$ cat src/rtl/atan2_poly_approx_top_defines.svh
// Assertion macros for the atan2 approximation RTL, used by atan2pa_queue.
// Expects clk and rst in the scope of each use.
`ifndef ATAN2_POLY_APPROX_TOP_DEFINES_SVH
`define ATAN2_POLY_APPROX_TOP_DEFINES_SVH

// Property must hold at every clock edge out of reset.
`define A2PA_CHECK(name, expr) \
  name: assert property (@(posedge clk) disable iff (rst) (expr)) \
    else $error("atan2pa check failed");

// Condition must never be seen at a clock edge out of reset.
`define A2PA_NEVER(name, expr) \
  `A2PA_CHECK(name, !(expr))

`endif

$ cat src/rtl/atan2pa_queue.sv
// Small FIFO used between front and back and as the result buffer.
// Depends on atan2_poly_approx_top_defines.svh for assertion macros.
`timescale 1ns / 1ps
`include "atan2_poly_approx_top_defines.svh"
module atan2pa_queue #(
  parameter int DEPTH = 8,
  parameter int WIDTH = 8
) (
  input  logic                     clk,
  input  logic                     rst,
  input  logic                     push,
  input  logic [WIDTH-1:0]         wdata,
  input  logic                     pop,
  output logic [WIDTH-1:0]         rdata,
  output logic [$clog2(DEPTH):0]   count
);
  localparam int PW = $clog2(DEPTH);

  logic [WIDTH-1:0] mem [DEPTH];
  logic [PW-1:0]    wr;
  logic [PW-1:0]    rd;

  always_ff @(posedge clk) begin
    if (push) begin
      mem[wr] <= wdata;
    end
  end

  always_ff @(posedge clk) begin
    if (rst) begin
      wr    <= '0;
      rd    <= '0;
      count <= '0;
    end else begin
      if (push) wr <= wr + PW'(1);
      if (pop)  rd <= rd + PW'(1);
      case ({push, pop})
        2'b10:   count <= count + (PW+1)'(1);
        2'b01:   count <= count - (PW+1)'(1);
        default: count <= count;
      endcase
    end
  end

  assign rdata = mem[rd];

  `A2PA_NEVER(q_no_overflow, push && !pop && count == (PW+1)'(DEPTH))
  `A2PA_NEVER(q_no_underflow, pop && count == '0)
  `A2PA_CHECK(q_count_bound, count <= (PW+1)'(DEPTH))
endmodule

$ cat config.mk
export PLATFORM = sky130hd
export DESIGN_NAME = atan2pa_queue
export DESIGN_NICKNAME = d
export VERILOG_FILES = /design/src/rtl/atan2pa_queue.sv
export VERILOG_INCLUDE_DIRS = /design/src /design/src/rtl
export SDC_FILE = /design/constraint.sdc
export NUM_CORES = 1
export LEC_CHECK = 0
export ABC_CLOCK_PERIOD_IN_PS = 1700
export BUFFER_PORTS_ARGS = -buffer_cell sky130_fd_sc_hd__buf_2
export CAP_MARGIN = 40
export CELL_PAD_IN_SITES_DETAIL_PLACEMENT = 1
export CELL_PAD_IN_SITES_GLOBAL_PLACEMENT = 2
export CORE_UTILIZATION = 42
export CTS_BUF_LIST = sky130_fd_sc_hd__clkbuf_8
export CTS_CLUSTER_SIZE = 28
export DETAILED_ROUTE_END_ITERATION = 7
export MAX_ROUTING_LAYER = met4
export PLACE_DENSITY_LB_ADDON = 0.1
export SETUP_SLACK_MARGIN = 0.02
export SLEW_MARGIN = 10
export SYNTH_ARGS = -nofsm -noshare
export SYNTH_HDL_FRONTEND = slang
export SYNTH_SLANG_ARGS = --single-unit
$ cat constraint.sdc
create_clock -name clk -period 1.7 [get_ports clk]
set_clock_uncertainty 0.05 [all_clocks]
set_input_delay 0.17 -clock clk [delete_from_list [all_inputs] [get_ports clk]]
set_output_delay 0.17 -clock clk [all_outputs]
set_load 0.01 [all_outputs]
==> flow_summary.json <==
{
  "status": "complete, but fails checks",
  "violations": "negative setup slack",
  "rr_worst_depth": 6,
  "drv_cap": 0,
  "worstHoldPathCells": 1,
  "ctsHoldBuffers": 0,
  "cts_root_buf": "clkbuf_8",
  "synth_fa_ha_area_share_pct": 2.029,
  "htreeDepth": 3,
  "synth_top_cell_by_area": "edfxtp_1",
  "cts_sinks": 77,
  "ys_top_cells_by_area": "edfxtp_1 (62%), mux4_1 (13%), dfxtp_1 (8.4%)",
  "place_congestion": 0.6875,
  "ys_seq_area_share_pct": 70.78,
  "rsz0062_at_grt": "yes",
  "synth-seq-cells": 77,
  "muxShareOfSynthArea_pct": 17.78,
  "start_util_pct": 44.40,
  "synthCells": 162,
  "start_kind": "register",
  "final_max_slew_viol_count": 0,
  "synth_cell_types": 26,
  "synth_top_area_share_pct": 62.34,
  "pre_cts_ws_ns": -0.06709,
  "ff_latch_area_um2": 2187,
  "grt_pass1_vias": 1701,
  "final_nets": 223,
  "area_growth_pct": 17.57,
  "hp-class": "in -> reg",
  "port-buffer-count": 23,
  "synth-edff-count": 64,
  "clock.fmax_mhz": 497.2,
  "yosys-top-cells-count": "edfxtp_1 (64), mux4_1 (15), nor2_1 (15)",
  "grt_max_degree": 17,
  "dr.pass1.iters": 3,
  "synth_compound_area_share_pct": 1.218,
  "arrival_ns": 1.79,
  "rows": 30,
  "final_antenna_net_count": 0,
  "drive_above_1_share_pct": 38.10,
  "tritoncts": "done",
  "synth_top_family_by_area": "multiplexers",
  "timing.hold.ws_ns": 0.05272,
  "critPathCaptureType": "primary output",
  "reg2reg_from": "count[1]",
  "via_per_inst": 4.990,
  "setup_viol": 8,
  "pwr_density_cell_nw_per_um2": 1027,
  "dieHeight_um": 87.68,
  "p_leak_nw": 1.276,
  "die_w_um": 87.68,
  "synthXorXnorAreaFrac_pct": 1.705,
  "hold_start": "wdata[6]",
  "ioPinCount": 24,
  "hold_viol": 0,
  "ys_async_sr_fraction_pct": 0,
  "grt_usage_pct": 17.30,
  "fillers": 650,
  "worst-setup-path-type": "reg -> out",
  "netlist_area_um2": 3083,
  "drt_iter0_markers": 99,
  "syn_area_per_cell_um2": 19.03,
  "post_cts_buffers": 0,
  "grt_first_pass_wirelength_um": 8935,
  "numCtsBuffers": 9,
  "antenna_cells": 0,
  "drt_wl_total_um": 5589,
  "clk_latency_ns": 0.33,
  "yosysMostFrequentCell": "edfxtp_1",
  "synthFlopType": "edfxtp_1",
  "routedWlPerCell_um": 18.26,
  "crit_end": "rdata[2]",
  "vias": 1527,
  "synthSimpleGateAreaFrac_pct": 4.708,
  "gr-total-overflow": 0,
  "syn-num-nets": 179,
  "worst_pin_slew_ns": 0.2840,
  "slew_headroom_pct": 80.90,
  "antenna_found_initial": 0,
  "r2r_slack_ns": 0.20,
  "fin_ws_ns": -0.3114,
  "hpwlAfterDp_um": 3668,
  "multi_input_area_um2": 819.5,
  "clk_pin_slew_ns": 0.07,
  "core_area_um2": 6944,
  "final.period_utilization_pct": 118.3,
  "period_minus_slack_ns": 2.011,
  "clock_path_buffers": 2,
  "cp_max_fo": 8,
  "drc": 0,
  "rr_endpoint": "count[2]",
  "synth_warnings": 0,
  "cp.required_ns": 1.48,
  "ir_drop_mv": 0.5605,
  "fp.dieArea_um2": 7687
}
==> worst min-delay path by stage <==
stage                     end  slack, ns
floorplan           mem[0][0]       0.22
global placement    mem[1][2]       0.38
detailed placement  mem[0][3]       0.39
CTS                 mem[3][6]       0.04
global route        mem[7][5]       0.03
finish              mem[5][6]       0.05
==> cells in the final DEF (no fill, tap or decap) <==
master      netlist  final
buf_6             1      8
buf_16            0      1
dfxtp_2           0      1
xnor2_1           1      1
buf_4             0     14
nand2_1           6      6
a21oi_1           3      3
ha_1              5      5
clkbuf_8          0      9
xor2_1            5      5
o21ai_0           3      3
buf_12            1      2
dfxtp_1          13     11
mux2i_1           3      3
mux4_2            1     16
mux2_4            0      8
nor3_1            2      2
clkinvlp_4        0      2
nor2b_1           2      2
clkinv_2          0      2
or3_1             1      1
nor4bb_1          1      1
clkinv_1          0      1
o31ai_1           1      1
buf_2             1     15
inv_1             1      2
mux2_2            9      1
nor2_1           15     15
dfxtp_4           0      1
nand2b_1          3      3
edfxtp_1         64     64
nor4b_1           1      1
==> per-stage QoR <==
stage                     std cells  util, %  TNS (ns)  total power [mW]  area (um^2)
after floorplan                 162        -         0             2.419         3083
after global placement          290    49.14  -0.03002             2.549         3412
after detailed placement        290    49.14   -0.3737             2.574         3412
after CTS                       306    52.18    -2.687             3.773         3623
after global routing            306    52.20    -3.004             3.889         3625
final                           306    52.20    -2.359             3.723         3625
==> layer usage <==
| layer | routed length, um | global-route usage, % | vias up |
|---|---|---|---|
| met4 | 59 | 5.514 | 0 |
| met2 | 2862 | 28.13 | 22 |
| met5 | 0 | - | - |
| li1 | - | - | 715 |
| met1 | 2530 | 20.79 | 785 |
| met3 | 137 | 5.184 | 5 |
==> cell families after synthesis <==
family | Yosys count
multiplexers | 28
adder cells (fa/ha/maj) | 5
AO/OA/AOI/OAI | 7
flip-flops | 77
XOR/XNOR | 6
buffers and inverters | 8
AND/OR/NAND/NOR | 31
==> flip-flops by register name, indices dropped and copies added, names as in the netlist, named ones only <==
register	flops
count	4
mem	64
rd	3
wr	3
==> area by class of cell <==
| cell class | instances | share of cell area, % |
|---|---|---|
| repair buffers | 40 | 9.320 |
| clock inverters | 6 | 0.8975 |
| clock buffers | 9 | 3.417 |
| well taps | 96 | 3.314 |
| multi-input cells | 77 | 22.61 |
| flip-flops and latches | 77 | 60.34 |
| inverters | 1 | 0.1036 |
==> critical path, cell delays in order (launching register included) <==
cell	delay, ns
dfxtp_4	0.39
buf_12	0.15
mux4_2	0.52
mux2_4	0.28
buf_6	0.12
==> power by group <==
group	switching, mW	internal [mW]
registers	0.0412	2.10
clock network	0.603	0.506
logic	0.199	0.272
==> timing repair <==
action | CTS | global route
pin swaps | 0 | 0
setup endpoints to repair | 8 | 9
cloned | 1 | 0
resized for setup | 34 | 1
Note: power is estimated with default switching activity, not from simulation.
