## src/rtl/atan2_poly_approx_top_defines.svh

```systemverilog
// Assertion macros for the atan2 approximation RTL, used by atan2pa_queue.
// Expects clk and rst in the scope of each use.
`ifndef ATAN2_POLY_APPROX_TOP_DEFINES_SVH
`define ATAN2_POLY_APPROX_TOP_DEFINES_SVH

// Property must hold at every clock edge out of reset.
`define A2PA_CHECK(name, expr) \
  name: assert property (@(posedge clk) disable iff (rst) (expr)) \
    else $error("atan2pa check failed");

// Condition must never be seen at a clock edge out of reset.
`define A2PA_NEVER(name, expr) \
  `A2PA_CHECK(name, !(expr))

`endif

```

## src/rtl/atan2pa_pkg.sv

```systemverilog
// Shared types and constants for the atan2 approximation block.
// No dependencies.
`timescale 1ns / 1ps
package atan2pa_pkg;

  localparam int IN_W  = 16;
  localparam int ANG_W = 16;
  localparam int NRM_W = 16;

  typedef struct packed {
    logic signed [IN_W-1:0] y_value;
    logic signed [IN_W-1:0] x_value;
  } in_item_t;

  typedef struct packed {
    logic signed [ANG_W-1:0] angle;
    logic                    both_zero;
  } out_item_t;

  // Per-item classification carried from front to back.
  typedef struct packed {
    logic zero;
    logic yneg;
    logic xneg;
    logic swap;
  } ctl_t;

  typedef struct packed {
    ctl_t             ctl;
    logic [NRM_W-1:0] bn;
    logic [NRM_W-1:0] sn;
  } front_item_t;

endpackage

```

## src/rtl/atan2pa_front.sv

```systemverilog
// Front end: takes input items, forms magnitudes, orders and normalizes them.
// Depends on atan2pa_pkg.
`timescale 1ns / 1ps
module atan2pa_front #(
  parameter int QDEPTH = 8
) (
  input  logic                       clk,
  input  logic                       rst,
  input  logic                       push,
  output logic                       full,
  input  atan2pa_pkg::in_item_t      sample,
  input  logic [$clog2(QDEPTH):0]    q_count,
  output logic                       q_push,
  output atan2pa_pkg::front_item_t   q_item
);
  import atan2pa_pkg::*;

  localparam int CW = $clog2(QDEPTH) + 1;
  localparam int PW = $clog2(IN_W);

  typedef struct packed {
    ctl_t            ctl;
    logic [IN_W-1:0] big;
    logic [IN_W-1:0] sml;
  } f1_t;

  logic            v1;
  f1_t             r1;
  f1_t             r1_next;
  logic            take;
  logic [CW:0]     occ;
  logic [IN_W-1:0] ay;
  logic [IN_W-1:0] ax;

  // Each item in the two front stages holds a reserved queue slot.
  assign occ  = {1'b0, q_count} + (CW+1)'(v1) + (CW+1)'(q_push);
  assign full = occ >= (CW+1)'(QDEPTH);
  assign take = push && !full;

  always_comb begin
    ay = sample.y_value[IN_W-1] ? IN_W'(-sample.y_value) : IN_W'(sample.y_value);
    ax = sample.x_value[IN_W-1] ? IN_W'(-sample.x_value) : IN_W'(sample.x_value);
    r1_next.ctl.yneg = sample.y_value[IN_W-1];
    r1_next.ctl.xneg = sample.x_value[IN_W-1];
    r1_next.ctl.zero = (ay == '0) && (ax == '0);
    r1_next.ctl.swap = ax < ay;
    r1_next.big      = (ax < ay) ? ay : ax;
    r1_next.sml      = (ax < ay) ? ax : ay;
  end

  always_ff @(posedge clk) begin
    if (rst) begin
      v1 <= 1'b0;
    end else begin
      v1 <= take;
    end
  end

  always_ff @(posedge clk) begin
    r1 <= r1_next;
  end

  // Bring the larger magnitude into [2^15, 2^16); truncate the smaller alike.
  logic [PW-1:0]         lead;
  logic [IN_W+NRM_W-1:0] wb;
  logic [IN_W+NRM_W-1:0] ws;
  front_item_t           f2_next;

  always_comb begin
    lead = '0;
    for (int i = 0; i < IN_W; i++) begin
      if (r1.big[i]) lead = PW'(i);
    end
    wb = {r1.big, NRM_W'(0)} >> (int'(lead) + 1);
    ws = {r1.sml, NRM_W'(0)} >> (int'(lead) + 1);
    f2_next.ctl = r1.ctl;
    f2_next.bn  = wb[NRM_W-1:0];
    f2_next.sn  = ws[NRM_W-1:0];
  end

  always_ff @(posedge clk) begin
    if (rst) begin
      q_push <= 1'b0;
    end else begin
      q_push <= v1;
    end
  end

  always_ff @(posedge clk) begin
    q_item <= f2_next;
  end
endmodule

```

## config.mk

```make
export PLATFORM = sky130hd
export DESIGN_NAME = atan2pa_front
export DESIGN_NICKNAME = d
export VERILOG_FILES = /design/src/rtl/atan2_poly_approx_top_defines.svh /design/src/rtl/atan2pa_pkg.sv /design/src/rtl/atan2pa_front.sv
export SDC_FILE = /design/constraint.sdc
export NUM_CORES = 1
export LEC_CHECK = 0
export ABC_CLOCK_PERIOD_IN_PS = 5800
export BUFFER_PORTS_ARGS = -buffer_cell sky130_fd_sc_hd__clkbuf_2
export CORE_MARGIN = 4
export CORE_UTILIZATION = 35
export DETAILED_ROUTE_END_ITERATION = 10
export HOLD_SLACK_MARGIN = 0.06
export PLACE_DENSITY_LB_ADDON = 0.15
export SLEW_MARGIN = 30
export SYNTH_ARGS = -nofsm -noshare
export SYNTH_HDL_FRONTEND = slang
export SYNTH_SLANG_ARGS = --single-unit
```

## constraint.sdc

```tcl
create_clock -name clk -period 5.8 [get_ports clk]
set_input_delay 0.58 -clock clk [delete_from_list [all_inputs] [get_ports clk]]
set_output_delay 0.58 -clock clk [all_outputs]
set_load 0.02 [all_outputs]
```

==> flow_metrics.env, run 1 <==
export IMPL_start_kind="input pin"
export IMPL_cts_root_buf="clkbuf_16"
export IMPL_synth_seq_cells=74
export IMPL_cts_tree="done"
export IMPL_yosys_mux_area_fraction=0.116
export IMPL_finalHoldViolCount=0
export IMPL_ir_drop_mv=0.172
export IMPL_min_period_over_period=0.731
export IMPL_crit_arrival_ns=4.43
export IMPL_worst_clock_skew_ns=0.00447
export IMPL_dp_cells=756
export IMPL_place_gp_congestion=0.860
export IMPL_hpwl_um=9670
export IMPL_synth_xor_area_frac=0.0530
export IMPL_final_instance_count_excl_fill=771
export IMPL_synth_distinct_cells=62
export IMPL_critPathRequiredTime_ns=5.99
export IMPL_synth_top_area_frac=0.334
export IMPL_core_area_um2=12200
export IMPL_tightestPinTransition_ns=0.864
export IMPL_setup_tns_ns=0
export IMPL_avgSynthCellArea_um2=8.30
export IMPL_drive_gt1_frac=0.182
export IMPL_cts_htree_levels=3
export IMPL_io_buffers=76
export IMPL_fp_dieH_um=121
export IMPL_io_pins=77
export IMPL_finalWirelength_um=12300
export IMPL_die_width_um=121
export IMPL_synth_area_top_cells="dfxtp_1 (33%), mux2i_1 (11%), ha_1 (5.4%)"
export IMPL_rr_worst_depth=8
export IMPL_period_minus_slack_ns=4.24
export IMPL_clock_latency_ns=0.33
export IMPL_grt_use_total=0.171
export IMPL_row_count=40
export IMPL_synth_fp_nets=594
export IMPL_n_antenna_cell=0
export IMPL_nNetsFinal=659
export IMPL_p_total_mw=2.40
export IMPL_synthSimpleGateAreaFrac=0.190
export IMPL_grt_max_degree=40
export IMPL_initial_core_util=0.364
export IMPL_cap_violations=0
export IMPL_cts_buffer_depth=2
export IMPL_hold_class="reg -> reg"
export IMPL_synth_top_family_by_area="compound AO/OA/AOI/OAI gates"
export IMPL_grt_pass1_wl_um=19700
export IMPL_cts_buffers=9
export IMPL_post_cts_buffers=0
export IMPL_synth_fa_ha_area_frac=0.0580
export IMPL_grt_pass1_vias=3851
export IMPL_criticalPathCategory="in -> reg"
export IMPL_finalSetupViolations=0
export IMPL_ys_top_cells_by_count="dfxtp_1 (74), nor2_1 (53), nand2_1 (49), mux2i_1 (48), a21oi_1 (35)"
export IMPL_drcViolationCount=0
export IMPL_powerDensity_nw_per_um2=455
export IMPL_cts_clk_slew_worst_paths_ns=0.05
export IMPL_drt_pass1_iterations=7
export IMPL_cts_resized=0
export IMPL_worst_slew_margin_rel=0.409
export IMPL_synth_compound_area_frac=0.200
export IMPL_grt_overflow=0
export IMPL_synth_async_reset_ratio=0
export IMPL_yosys_warnings=0
export IMPL_yosysSeqAreaShare=0.334
export IMPL_status="finished, final reports clean"
export IMPL_die_area_um2=14600
export IMPL_cts_hold_buf=0
export IMPL_synth_main_ff_cell="dfxtp_1"
export IMPL_rsz0062_at_grt="no"
export IMPL_netlist_area_um2=4440
export IMPL_wl_per_cell_um=15.9
export IMPL_fill_cells=1280
export IMPL_grt_antenna_before_repair=0
export IMPL_yosysMostFrequentCell="dfxtp_1"
export IMPL_cts_sinks=74
export IMPL_syn_inst=535
export IMPL_ant_nets=0
export IMPL_maxSlewViolCount=0
export IMPL_viasPerCell=5.33
export IMPL_cp_end_kind="flip-flop"
export IMPL_dr_total_vias=4107
export IMPL_max_freq_mhz=236
export IMPL_worstPathMaxFanout=16
export IMPL_area_growth_synth_to_final_pct=18.9
export IMPL_hold_depth=0
export IMPL_drt_iter0_drc=318
export IMPL_synth_edf_count=0
export IMPL_p_leak_nw=2.41
export IMPL_yosysTopAreaCell="dfxtp_1"
logic make-up after synthesis:
| group | after synthesis |
|---|---|
| flip-flops | 74 |
| adder cells (fa/ha/maj) | 20 |
| multiplexers | 51 |
| XOR/XNOR | 26 |
| AND/OR/NAND/NOR | 173 |
| buffers and inverters | 57 |
| AO/OA/AOI/OAI | 134 |
power by group:
group          internal (mW)  switching [mW]
clock                  0.327           0.190
combinational          0.410           0.692
sequential             0.677           0.106
total                   1.41           0.988
layout by cell type (no fill, tap or decap), types with 6 or more instances in the layout:
master,synthesis,routed
o21ai_1,16,16
nand3_1,16,16
a21o_1,6,6
nor2b_1,6,6
clkbuf_16,0,9
nand4_1,6,6
dfxtp_1,74,74
nand2_1,49,49
o22ai_1,6,6
nor2_1,53,53
mux2i_1,48,48
inv_1,24,24
ha_1,19,19
xor2_1,23,23
a31oi_1,8,8
a21oi_1,35,33
nor3_1,7,7
o21ai_0,12,12
buf_4,0,7
nand2b_1,6,6
o31ai_1,11,11
clkbuf_2,0,76
final cells by class:
type	instances	area [um2]	area share
multi-input cells	404	2750	0.521
clock buffers	11	233	0.0441
clock inverters	3	42.5	0.00805
flip-flops and latches	74	1480	0.281
inverters	27	101	0.0192
well taps	168	210	0.0398
repair buffers	84	460	0.0872
critical path, stage by stage:
cell	delay [ns]
clkbuf_2	0.12
inv_1	0.08
ha_1	0.18
or3b_2	0.50
or3_1	0.38
o41ai_1	0.31
xor2_1	0.29
inv_1	0.10
ha_1	0.29
nand4_1	0.11
a2111oi_0	0.76
a21oi_4	0.30
buf_4	0.27
nor2_1	0.10
a21oi_1	0.06
metrics by stage:
step	worst slack [ns]	util	instance area (um2)	hold WS, ns
final	1.56	0.432	5280	0.326
after global routing	1.30	0.432	5280	0.332
after CTS	1.34	0.430	5250	0.325
after detailed placement	0.994	0.407	4970	0.312
after global placement	1.14	0.407	4970	0.310
after floorplan	1.70	-	4440	0.310
sequential cells by signal (all words and copies together), names as in the netlist:
| name | cells |
|---|---|
| q_push | 1 |
| r1 | 32 |
| q_item | 36 |
| v1 | 1 |
| f2_next | 4 |
worst paths after layout:
| check | from | endpoint | slack, ns |
|---|---|---|---|
| max | sample[0] | r1[26] | 1.56 |
| min | f2_next[32] | q_item[32] | 0.33 |
| max reg2reg | r1[24] | q_item[30] | 2.55 |
| min reg2reg | f2_next[32] | q_item[32] | 0.33 |
per-layer routing:
layer  part of all wire  vias up  wire length (um)  track usage
met2               0.48      136              5820        0.277
li1                   -     2055                 -            -
met3              0.062       18               760       0.0379
met4              0.020        0               244       0.0666
met1               0.44     1898              5430        0.220
met5                  0        -                 0            0
No activity file was read; power rests on OpenSTA's default activity.
==> run 2: changes to the inputs <==
ABC_CLOCK_PERIOD_IN_PS = 3600   (was 5800)
clock period = 3.6 ns   (was 5.8 ns; I/O delays follow)
==> run 2 against run 1 <==
Net effect: total power is 64% higher; final area up 5.8%; utilization up 2.5 points; clock skew barely moved; largest cell class unchanged.
==> flow_metrics.env, run 2 (synthesis results as in run 1) <==
export IMPL_status="finished, final reports clean"
export IMPL_met3_usage=0.0370
export IMPL_grt_util_met2=0.281
export IMPL_maxSlewViolCount=0
export IMPL_grt_max_degree=27
export IMPL_grt_pass1_wl_um=20500
export IMPL_grt_antenna_before_repair=0
export IMPL_cts_clk_slew_worst_paths_ns=0.05
export IMPL_worst_clock_skew_ns=0.00430
export IMPL_drive_gt1_frac=0.236
export IMPL_criticalPathCategory="in -> reg"
export IMPL_powerDensity_nw_per_um2=706
export IMPL_ir_drop_mv=0.255
export IMPL_clock_latency_ns=0.33
export IMPL_core_area_um2=12200
export IMPL_drcViolationCount=0
export IMPL_post_cts_buffers=0
export IMPL_min_period_over_period=0.923
export IMPL_io_pins=77
export IMPL_wl_per_cell_um=15.3
export IMPL_critPathRequiredTime_ns=3.84
export IMPL_tightestPinTransition_ns=0.803
export IMPL_ant_nets=0
export IMPL_finalHoldViolCount=0
export IMPL_cts_tree="done"
export IMPL_cts_buffer_depth=2
export IMPL_p_total_mw=3.94
export IMPL_grt_use_total=0.176
export IMPL_cts_htree_levels=3
export IMPL_cp_buffers_inverters=5
export IMPL_cpPeakStageDelay_ns=0.47
export IMPL_cap_violations=0
export IMPL_crit_arrival_ns=3.57
export IMPL_worstPathMaxFanout=23
export IMPL_rsz0062_at_grt="no"
export IMPL_viasPerCell=5.29
export IMPL_n_antenna_cell=0
export IMPL_start_kind="input pin"
export IMPL_grt_overflow=0
export IMPL_regMostFlops="q_item"
export IMPL_hold_class="in -> reg"
export IMPL_largest_register_ffs=36
export IMPL_fp_dieH_um=121
export IMPL_period_minus_slack_ns=3.32
export IMPL_drt_iter0_drc=298
export IMPL_dp_cells=794
export IMPL_final_util=0.457
export IMPL_area_growth_synth_to_final_pct=25.8
export IMPL_worst_slew_margin_rel=0.461
export IMPL_nNetsFinal=696
export IMPL_die_width_um=121
export IMPL_use_met1=0.220
export IMPL_max_freq_mhz=301
export IMPL_final_cell_mix="clkbuf_2 (76), dfxtp_1 (74), nor2_1 (53)"
export IMPL_cts_root_buf="clkbuf_16"
export IMPL_cp_top_family="simple AND/OR/NAND/NOR gates"
export IMPL_hpwl_um=10000
export IMPL_drt_pass1_iterations=5
export IMPL_busiest_layer="met2"
export IMPL_layout_commonest_cell="clkbuf_2"
export IMPL_dr_total_vias=4280
export IMPL_place_gp_congestion=0.906
export IMPL_path_cells="clkbuf_2 -> inv_1 -> ha_1 -> or3b_2 -> or3_1 -> o31ai_1 -> xor2_1 -> inv_1 -> ha_1 -> nand4_1 -> a2111oi_0 -> buf_4 -> a21oi_4 -> buf_12 -> a21oi_1"
export IMPL_finalWirelength_um=12400
export IMPL_slowest_stage="or3b_2"
export IMPL_cp_end_kind="flip-flop"
export IMPL_final_instance_count_excl_fill=809
export IMPL_cts_sinks=74
export IMPL_grt_pass1_vias=4147
export IMPL_row_count=40
export IMPL_p_leak_nw=2.60
export IMPL_die_area_um2=14600
export IMPL_cts_buffers=9
export IMPL_io_buffers=76
export IMPL_finalSetupViolations=0
export IMPL_initial_core_util=0.364
run 2: layout make-up:
| type | count | area, um2 |
|---|---|---|
| Clock buffer | 12 | 267 |
| Timing Repair Buffer | 121 | 743 |
| Fill cell | 1235 | 6630 |
| Multi-Input combinational cell | 404 | 2760 |
| Clock inverter | 3 | 23.8 |
| Inverter | 27 | 101 |
| Tap cell | 168 | 210 |
| Sequential cell | 74 | 1480 |
run 2: routing by layer:
metal | vias up | routed length (um)
li1 | 2134 | -
met1 | 1955 | 5480
met2 | 151 | 5640
met3 | 40 | 746
met4 | 0 | 547
met5 | - | 0
run 2: final timing paths:
path | end | cells after the start | start | slack (ns)
worst max register to register | q_item[29] | 8 | r1[24] | 0.69
worst min-delay path | q_push | 2 | rst | 0.20
worst min register to register | q_item[34] | 0 | f2_next[34] | 0.32
worst max-delay path | r1[24] | 15 | sample[0] | 0.28
run 2: repair_timing:
item | 4_1_cts | 5_1_grt
gates resized for setup | 0 | 1
hold buffers | 0 | 0
setup endpoints to repair | 0 | 3
run 2: power by group:
group	total [mW]	switching (mW)	internal (mW)	leakage [nW]
Clock	0.837	0.318	0.519	0.137
Combinational	1.85	1.13	0.720	1.84
Sequential	1.26	0.169	1.09	0.621
Total	3.94	1.61	2.33	2.60
run 2: metrics by stage:
step,instance area (um2),setup WS (ns),hold WS (ns),setup TNS [ns]
floorplan,4450,0.00446,0.310,0
global placement,5290,-0.0159,0.310,-0.0228
detailed placement,5290,-0.0866,0.314,-1.65
CTS,5580,0.248,0.185,0
global route,5590,0.0803,0.195,0
finish,5590,0.278,0.196,0
